[src/rtl/ffpa_pkg.sv]
// ----------------------------------------------------------------------------
// ffpa_pkg
// Shared word types and codes for the first-fit partition allocator.
// ----------------------------------------------------------------------------
package ffpa_pkg;

  // Fixed field widths of the input and result words
  localparam int ACT_W   = 2;
  localparam int IDX_F_W = 6;
  localparam int REQ_F_W = 16;
  localparam int OWN_F_W = 8;
  localparam int ST_W    = 2;
  localparam int TOTAL_W = 22;
  localparam int CFG_W   = 7;

  localparam logic [TOTAL_W-1:0] TOTAL_MAX   = '1;
  localparam logic [CFG_W-1:0]   CFG_RST_VAL = 7'd64;

  // Action codes
  localparam logic [ACT_W-1:0] ACT_LOAD    = 2'd0;
  localparam logic [ACT_W-1:0] ACT_ALLOC   = 2'd1;
  localparam logic [ACT_W-1:0] ACT_RELEASE = 2'd2;
  localparam logic [ACT_W-1:0] ACT_CLEAR   = 2'd3;

  // Status codes
  localparam logic [ST_W-1:0] ST_OK        = 2'd0;
  localparam logic [ST_W-1:0] ST_NO_FIT    = 2'd1;
  localparam logic [ST_W-1:0] ST_BAD_INDEX = 2'd2;

  typedef struct packed {
    logic [ACT_W-1:0]   action;
    logic [IDX_F_W-1:0] partition_index;
    logic               use_preferred;
    logic [REQ_F_W-1:0] request_size;
    logic [OWN_F_W-1:0] owner_id;
  } in_word_t;

  typedef struct packed {
    logic [ST_W-1:0]    status;
    logic [IDX_F_W-1:0] partition_index_out;
    logic [REQ_F_W-1:0] fragment;
    logic [OWN_F_W-1:0] owner_out;
    logic [TOTAL_W-1:0] total_internal;
    logic [TOTAL_W-1:0] total_external;
  } out_word_t;

endpackage

[src/rtl/first_fit_partition_allocator.sv]
// Flow: an accepted word passes through the sweep and the finish state before its
//   result is registered; an allocate with a usable preferred partition index first
//   reads that entry early. A new word is taken only in idle, once the last result
//   is registered; the sweep reads and writes back one partition memory entry per
//   cycle for every word. Reset: synchronous; a clearing pass zeroes the memory,
//   with in_ready low. The register cfg_r (partitions in use) resets to 64.
// ----------------------------------------------------------------------------
// first_fit_partition_allocator
// Fixed-partition allocator: table of sizes, busy marks, owners and fragments
// in one synchronous memory, swept once per word to apply the action and
// rebuild the fragmentation totals.
// ----------------------------------------------------------------------------
module first_fit_partition_allocator
  import ffpa_pkg::*;
#(
  parameter int PARTITIONS = 64,
  parameter int SIZE_BITS  = 16,
  parameter int OWNER_BITS = 8
) (
  input  logic             clk,
  input  logic             rst_n,
  input  logic             in_valid,
  output logic             in_ready,
  input  in_word_t         in_data,
  output logic             out_valid,
  input  logic             out_ready,
  output out_word_t        out_data,
  input  logic             cfg_we,
  input  logic [CFG_W-1:0] cfg_wdata
);

  localparam int IDX_W = $clog2(PARTITIONS);
  localparam int NW    = (IDX_W + 1 > CFG_W) ? IDX_W + 1 : CFG_W;
  localparam int ACC_A = SIZE_BITS + IDX_W + 1;
  localparam int ACC_W = (ACC_A > TOTAL_W + 1) ? ACC_A : TOTAL_W + 1;
  localparam logic [IDX_W-1:0] LAST_IDX = IDX_W'(PARTITIONS - 1);

  // One memory entry per partition
  typedef struct packed {
    logic                  busy;
    logic [OWNER_BITS-1:0] owner;
    logic [SIZE_BITS-1:0]  frag;
    logic [SIZE_BITS-1:0]  size;
  } ent_t;

  // Sequencer states
  localparam logic [2:0] S_INIT   = 3'd0;
  localparam logic [2:0] S_IDLE   = 3'd1;
  localparam logic [2:0] S_PREF   = 3'd2;
  localparam logic [2:0] S_SCAN   = 3'd3;
  localparam logic [2:0] S_FINISH = 3'd4;

  logic [2:0]            state_r, state_nxt;
  logic [CFG_W-1:0]      cfg_r;
  in_word_t              item_r;
  logic [SIZE_BITS-1:0]  req_r;
  logic [OWNER_BITS-1:0] own_r;
  logic [IDX_W-1:0]      init_cnt_r;
  logic [IDX_W-1:0]      issue_cnt_r;
  logic                  issue_done_r;
  logic                  proc_vld_r;
  logic [IDX_W-1:0]      proc_idx_r;
  logic                  pref_hit_r;
  logic                  found_r;
  logic                  ok_r;
  logic [IDX_W-1:0]      pos_r;
  logic [SIZE_BITS-1:0]  frag_r;
  logic [OWNER_BITS-1:0] owner_r;
  logic [ACC_W-1:0]      int_acc_r, ext_acc_r;
  logic                  out_valid_r;
  out_word_t             out_data_r;

  // Memory and its ports
  ent_t                  mem [PARTITIONS];
  ent_t                  rd_data_r;
  logic                  rd_en, wr_en;
  logic [IDX_W-1:0]      rd_addr, wr_addr;
  ent_t                  wr_data;

  logic [NW-1:0]         n_use;
  logic                  in_acc;
  logic                  pref_try;
  logic                  in_use, hit, take, rel_hit;
  ent_t                  new_ent;
  logic [TOTAL_W-1:0]    tot_int, tot_ext;

  assign in_ready  = (state_r == S_IDLE);
  assign in_acc    = in_valid && in_ready;
  assign out_valid = out_valid_r;
  assign out_data  = out_data_r;

  // Partitions in use, clamped to the table
  assign n_use = (NW'(cfg_r) > NW'(PARTITIONS)) ? NW'(PARTITIONS) : NW'(cfg_r);

  assign pref_try = (in_data.action == ACT_ALLOC) && in_data.use_preferred &&
                    (NW'(in_data.partition_index) < n_use);

  // Memory read/write, registered read data
  always_ff @(posedge clk) begin
    if (rd_en) begin
      rd_data_r <= mem[rd_addr];
    end
    if (wr_en) begin
      mem[wr_addr] <= wr_data;
    end
  end

  always_comb begin
    rd_en   = 1'b0;
    rd_addr = issue_cnt_r;
    if (state_r == S_IDLE && in_acc && pref_try) begin
      rd_en   = 1'b1;
      rd_addr = IDX_W'(in_data.partition_index);
    end else if (state_r == S_SCAN && !issue_done_r) begin
      rd_en = 1'b1;
    end
  end

  // Post-action view of the entry coming out of the memory
  always_comb begin
    in_use  = NW'(proc_idx_r) < n_use;
    hit     = NW'(proc_idx_r) == NW'(item_r.partition_index);
    take    = 1'b0;
    rel_hit = 1'b0;
    new_ent = rd_data_r;
    case (item_r.action)
      ACT_LOAD: begin
        if (hit) begin
          new_ent.size = req_r;
        end
      end
      ACT_ALLOC: begin
        take = pref_hit_r ? hit
                          : (!found_r && in_use && !rd_data_r.busy && rd_data_r.size >= req_r);
        if (take) begin
          new_ent.busy  = 1'b1;
          new_ent.owner = own_r;
          new_ent.frag  = rd_data_r.size - req_r;
        end
      end
      ACT_RELEASE: begin
        rel_hit = hit && rd_data_r.busy;
        if (rel_hit) begin
          new_ent.busy  = 1'b0;
          new_ent.owner = '0;
          new_ent.frag  = '0;
        end
      end
      default: begin
        new_ent.busy  = 1'b0;
        new_ent.owner = '0;
        new_ent.frag  = '0;
      end
    endcase
  end

  always_comb begin
    wr_en   = 1'b0;
    wr_addr = proc_idx_r;
    wr_data = new_ent;
    if (state_r == S_INIT) begin
      wr_en   = 1'b1;
      wr_addr = init_cnt_r;
      wr_data = '0;
    end else if (state_r == S_SCAN && proc_vld_r) begin
      wr_en = 1'b1;
    end
  end

  // Sequencer
  always_comb begin
    state_nxt = state_r;
    case (state_r)
      S_INIT:   if (init_cnt_r == LAST_IDX) state_nxt = S_IDLE;
      S_IDLE:   if (in_acc) state_nxt = pref_try ? S_PREF : S_SCAN;
      S_PREF:   state_nxt = S_SCAN;
      S_SCAN:   if (proc_vld_r && proc_idx_r == LAST_IDX) state_nxt = S_FINISH;
      S_FINISH: if (!out_valid_r || out_ready) state_nxt = S_IDLE;
      default:  state_nxt = S_INIT;
    endcase
  end

  // Saturated totals
  assign tot_int = (int_acc_r > ACC_W'(TOTAL_MAX)) ? TOTAL_MAX : TOTAL_W'(int_acc_r);
  assign tot_ext = (ext_acc_r > ACC_W'(TOTAL_MAX)) ? TOTAL_MAX : TOTAL_W'(ext_acc_r);

  // Control registers
  always_ff @(posedge clk) begin
    if (!rst_n) begin
      state_r      <= S_INIT;
      cfg_r        <= CFG_RST_VAL;
      init_cnt_r   <= '0;
      issue_cnt_r  <= '0;
      issue_done_r <= 1'b0;
      proc_vld_r   <= 1'b0;
      pref_hit_r   <= 1'b0;
      found_r      <= 1'b0;
      ok_r         <= 1'b0;
      out_valid_r  <= 1'b0;
    end else begin
      state_r <= state_nxt;
      if (cfg_we) begin
        cfg_r <= cfg_wdata;
      end
      if (state_r == S_INIT) begin
        init_cnt_r <= init_cnt_r + 1'b1;
      end
      if (in_acc) begin
        issue_cnt_r  <= '0;
        issue_done_r <= 1'b0;
        pref_hit_r   <= 1'b0;
        found_r      <= 1'b0;
        ok_r         <= 1'b0;
      end
      // preferred partition check on the early read
      if (state_r == S_PREF) begin
        if (!rd_data_r.busy && rd_data_r.size >= req_r) begin
          pref_hit_r <= 1'b1;
          found_r    <= 1'b1;
        end
      end
      proc_vld_r <= (state_r == S_SCAN) && !issue_done_r;
      if (state_r == S_SCAN && !issue_done_r) begin
        issue_cnt_r <= issue_cnt_r + 1'b1;
        if (issue_cnt_r == LAST_IDX) begin
          issue_done_r <= 1'b1;
        end
      end
      if (state_r == S_SCAN && proc_vld_r) begin
        if (take) begin
          found_r <= 1'b1;
        end
        if (take || rel_hit || (item_r.action == ACT_LOAD && hit)) begin
          ok_r <= 1'b1;
        end
      end
      // result register
      if (state_r == S_FINISH && (!out_valid_r || out_ready)) begin
        out_valid_r <= 1'b1;
      end else if (out_ready) begin
        out_valid_r <= 1'b0;
      end
    end
  end

  // Payload registers
  always_ff @(posedge clk) begin
    if (in_acc) begin
      item_r    <= in_data;
      req_r     <= SIZE_BITS'(in_data.request_size);
      own_r     <= OWNER_BITS'(in_data.owner_id);
      pos_r     <= '0;
      frag_r    <= '0;
      owner_r   <= '0;
      int_acc_r <= '0;
      ext_acc_r <= '0;
    end
    proc_idx_r <= issue_cnt_r;
    if (state_r == S_SCAN && proc_vld_r) begin
      if (take) begin
        pos_r  <= proc_idx_r;
        frag_r <= new_ent.frag;
      end
      if (rel_hit) begin
        owner_r <= rd_data_r.owner;
      end
      if (new_ent.busy) begin
        int_acc_r <= int_acc_r + ACC_W'(new_ent.frag);
      end else if (in_use) begin
        ext_acc_r <= ext_acc_r + ACC_W'(new_ent.size);
      end
    end
    if (state_r == S_FINISH && (!out_valid_r || out_ready)) begin
      out_data_r.total_internal      <= tot_int;
      out_data_r.total_external      <= tot_ext;
      out_data_r.status              <= ST_OK;
      out_data_r.partition_index_out <= '0;
      out_data_r.fragment            <= '0;
      out_data_r.owner_out           <= '0;
      case (item_r.action)
        ACT_LOAD: begin
          if (ok_r) begin
            out_data_r.partition_index_out <= item_r.partition_index;
          end else begin
            out_data_r.status <= ST_BAD_INDEX;
          end
        end
        ACT_ALLOC: begin
          if (found_r) begin
            out_data_r.partition_index_out <= IDX_F_W'(pos_r);
            out_data_r.fragment            <= REQ_F_W'(frag_r);
          end else begin
            out_data_r.status <= ST_NO_FIT;
          end
        end
        ACT_RELEASE: begin
          if (ok_r) begin
            out_data_r.partition_index_out <= item_r.partition_index;
            out_data_r.owner_out           <= OWN_F_W'(owner_r);
          end else begin
            out_data_r.status <= ST_BAD_INDEX;
          end
        end
        default: begin
          out_data_r.status <= ST_OK;
        end
      endcase
    end
  end

  // Checks
  a_accept_leaves_idle: assert property (@(posedge clk) disable iff (!rst_n)
    in_acc |=> state_r != S_IDLE)
    else $error("accepted word did not start processing");

  a_no_rw_same_entry: assert property (@(posedge clk) disable iff (!rst_n)
    (rd_en && wr_en) |-> rd_addr != wr_addr)
    else $error("memory read and write hit the same entry");

  a_found_only_alloc: assert property (@(posedge clk) disable iff (!rst_n)
    found_r |-> item_r.action == ACT_ALLOC)
    else $error("grant flag set outside allocate");

  a_proc_in_scan: assert property (@(posedge clk) disable iff (!rst_n)
    proc_vld_r |-> state_r == S_SCAN)
    else $error("memory entry processed outside the sweep");

endmodule
[config.mk]
export PLATFORM = sky130hd
export DESIGN_NAME = first_fit_partition_allocator
export DESIGN_NICKNAME = d
export VERILOG_FILES = /design/src/rtl/ffpa_pkg.sv /design/src/rtl/first_fit_partition_allocator.sv
export SDC_FILE = /design/constraint.sdc
export NUM_CORES = 2
export LEC_CHECK = 0
export BUFFER_PORTS_ARGS = -buffer_cell sky130_fd_sc_hd__buf_2
export CELL_PAD_IN_SITES_DETAIL_PLACEMENT = 1
export CELL_PAD_IN_SITES_GLOBAL_PLACEMENT = 2
export CORE_MARGIN = 2
export CORE_UTILIZATION = 40
export CTS_CLUSTER_DIAMETER = 80
export DETAILED_ROUTE_END_ITERATION = 10
export PLACE_DENSITY_LB_ADDON = 0.25
export SYNTH_ARGS = -nofsm -noshare
export SYNTH_HDL_FRONTEND = slang
export SYNTH_SLANG_ARGS = --single-unit
[constraint.sdc]
create_clock -name clk -period 6.1 [get_ports clk]
set_clock_uncertainty 0.15 [all_clocks]
set_input_delay 1.22 -clock clk [delete_from_list [all_inputs] [get_ports clk]]
set_output_delay 1.22 -clock clk [all_outputs]
set_load 0.1 [all_outputs]
==> summary.md <==
| Metric | Value |
|---|---|
| CP startpoint | `rd_data_r[1]` |
| Drt initial violations | `6600` |
| Top Family by Delay on Critical Path | `simple AND/OR/NAND/NOR gates` |
| Buffers on Ports | `122` |
| Sequential share of the synthesized area | `75.2%` |
| Worst endpoint required time | `6.77 ns` |
| Max Freq | `0.178 GHz` |
| H-Tree Depth | `5` |
| Fin nets | `7206` |
| Total number of vias | `64400` |
| DRT antenna net count | `0` |
| Area grow syn2layout | `15.6%` |
| Synth Area in XOR/XNOR | `0.354%` |
| HP Start | `pos_r[4]` |
| Post-Synth Simple-Gate Area | `6.01%` |
| Largest family of logic cells by synthesized area | `multiplexers` |
| Core Util, Final | `46.5%` |
| RSZ-0062 raised after global routing | `no` |
| Worst Path Max Fanout | `6` |
| Final Slew Violations | `0` |
| Reg2reg path depth | `24` |
| Worst path cell trace | `buf_4 > ha_1 > nor2b_1 > o31ai_1 > a21oi_1 > o21ai_0 > a21boi_0 > o21ai_0 > a21oi_1 > and3_1 > or3_1 > a32oi_1 > buf_4 > inv_1 > ha_1 > nand3_1 > nor2_1 > a21oi_1 > nand2_1 > a21oi_1 > buf_4 > nand3b_1 > or4_1 > nand3_1` |
| Top-Level Pins | `123` |
| EDFF count, synth | `2773` |
| WP buf/inv | `4` |
| CP max stage cell | `or4_1` |
| WP data arrival | `6.30 ns` |
| Power Density | `378 mW/mm^2` |
| Post-Route WL | `346 mm` |
| Initial antenna violation count | `16` |
| Root Buffer | `clkbuf_16` |
| Part of the cycle the worst path needs | `92.3%` |
| CTS tree | `done` |
| Most numerous cell in the Yosys netlist | `edfxtp_1` |
| Tot GR Track Use | `23.8%` |
| Vias per cell | `5.81` |
| Core area | `0.283 mm^2` |
| Post-DP Area | `0.122 mm^2` |
| R2R setup slack | `0.47 ns` |
| Post-synth cell types | `74` |
| Post-Syn Instances | `6656` |
| Initial DRT Pass Iterations | `5` |
| Residual DRC | `0` |
| Post-Syn Area | `0.114 mm^2` |
| Main synth FF type | `edfxtp_1` |
| Worst r2r src | `rd_data_r[1]` |
| # rows | `195` |
| Fin. Hold Viols | `0` |
| MaxCap Viol Count | `0` |
| Worst path depth | `24` |
| Post-CTS sizing | `0` |
| Worst setup SP type | `register` |
| Pin count of the biggest net entering global routing | `77` |
| Syn Nets | `6762` |
| RePlAce Congestion | `0.812` |
| Top cells by count, synth | `edfxtp_1 (2773), nand2_1 (835), mux4_2 (419)` |
| Status | `finished, final reports clean` |
| Ys async rst share | `0%` |
| Worst setup margin | `0.467 ns` |
| Worst Setup EP | `int_acc_r[22]` |
| Measured slew at the worst slew-check pin | `1.39 ns` |
| Kind of critical path | `reg -> reg` |
| Die X | `537 um` |
| Max incr delay on CP | `0.57 ns` |
| First-pass GRT wire length | `494 mm` |
| FF-to-FF End | `int_acc_r[22]` |
| Hpwl dp | `205 mm` |
| Worst-Skew Late Latency | `0.89 ns` |
| Die ar. | `0.288 mm^2` |
| Multiplexer area fraction after synthesis | `10.6%` |
| TritonCTS buffer count | `308` |
| Lkg Pwr | `44.9 nW` |
| Synth Register Bits | `2883` |
| Mean Syn Cell Area | `17.1 um^2` |
| Max-slew headroom | `7.46%` |
| Worst Setup End Kind | `register` |
| Post-route cell area | `0.131 mm^2` |
| Endpoints failing setup | `0` |
| Vias in the first global route | `66600` |
| DR WL/cell | `31.2 um` |
| Leading area contributor after synthesis | `edfxtp_1` |
| Die Y | `537 um` |
| Clk sinks | `2883` |
| Ranking of synthesized cells by area | `edfxtp_1 (73%), mux4_2 (8.3%), nand2_1 (2.8%)` |
| Post-synth top area share | `73.2%` |
| Adder-Cell Fraction of Synth Area | `0.685%` |
| Starting density of the core | `40.2%` |
| Share of cells above drive strength 1 | `20.6%` |
| Fillers | `26800` |
| GR Overflow Total | `0` |
| Hold WC Path Type | `reg -> reg` |
| Overall Power | `49.7 mW` |
| CP most frequent cell | `a21oi_1` |
| VDD IR max | `0.220 mV` |
| Yosys warns | `0` |
| Worst-path clk slew | `0.06 ns` |
| Max clock buf depth | `4` |
| Minimum clock period after layout | `5.63 ns` |
| Pre-CTS setup slack | `-0.0790 ns` |
| Synth Area in Compound Gates | `5.41%` |
| TNS Setup | `0 ns` |
==> tightest hold or removal path, stage by stage, from the launching register on <==
cell and delay (ns):
dfxtp_1 0.31, nand3_1 0.06, nand2_1 0.04
==> placed cells by master, fill, tap and decap left out, types with 41 or more instances in the layout <==
cell       Yosys  routed
edfxtp_1    2773    2773
nand2_1      835     830
mux4_2       419     419
a21oi_1      398     397
clkbuf_16      0     320
buf_4         28     311
mux2i_1      258     253
nand3_1      192     192
o21ai_0      191     191
nor3_1       129     127
nor2_1       214     123
buf_2        155     122
dfxtp_1      110     110
o221ai_1      99      99
nor2_4         0      91
clkinv_1       0      79
buf_12         0      73
clkbuf_1     160      66
ha_1          59      59
inv_1         54      54
or2_2         49      49
o22ai_1       45      45
and3_1        44      43
clkinv_2       0      41
==> metrics by stage <==
| stage | std cells | hold WS, ns |
|---|---|---|
| 4_1_cts | 11100 | 0.300 |
| 3_5_place_dp | 10500 | 0.298 |
| 3_3_place_gp | 10500 | 0.293 |
| 5_1_grt | 11100 | 0.332 |
| 6_report | 11100 | 0.304 |
| 2_1_floorplan | 6656 | 0.235 |
==> cells by family (layout without fill, tap and decap cells) <==
group | Yosys count | after routing
AO/OA/AOI/OAI | 985 | 985
XOR/XNOR | 46 | 46
adder cells (fa/ha/maj) | 61 | 61
buffers and inverters | 426 | 1101
flip-flops | 2883 | 2883
multiplexers | 684 | 684
other | 0 | 6
AND/OR/NAND/NOR | 1571 | 1571
==> what timing repair did <==
action	4_1_cts	5_1_grt
hold buffers	0	0
setup buffers	0	2
endpoints found under the setup margin	0	2
==> power breakdown <==
part | internal, mW | leakage, nW | switching [mW] | total [mW]
sequential | 23.9 | 26.4 | 0.221 | 24.2
clock | 10.4 | 4.65 | 7.61 | 18.0
combinational | 2.08 | 13.9 | 5.39 | 7.47
==> cell type report <==
class                      instances  area, um^2  area share, %
multi-input combinational       3347       27200           20.7
clock inverter                   155        1260          0.958
inverter                          54         203          0.154
sequential                      2883       85500           65.0
antenna                            6        15.0         0.0114
clock buffer                     386        8260           6.28
timing repair buffer             506        4410           3.35
tap                             3743        4680           3.56
==> metal layers <==
layer / vias up / global-route usage, % / share of wire [%]
met4: 0 / 6.05 / 2.4
met5: - / 0 / 0
met3: 426 / 3.56 / 6.4
li1: 27200 / - / -
met1: 34600 / 33.4 / 43
met2: 2124 / 39.1 / 48
==> registers in the layout, indices dropped and copies added (netlist names), 16 cells and up <==
name / cells
int_acc_r: 23
ext_acc_r: 23
frag_r: 16
out_data: 76
req_r: 16
rd_data_r: 41
mem: 2624
==> how the worst min path moves through the flow <==
stage	end	slack, ns	cells after the start
after floorplan	proc_idx_r[5]	0.24	0
after global placement	pos_r[5]	0.29	2
after detailed placement	pos_r[4]	0.30	2
after CTS	req_r[5]	0.30	1
after global routing	own_r[6]	0.33	1
final	pos_r[4]	0.30	2
(Power assumes the default switching activity.)
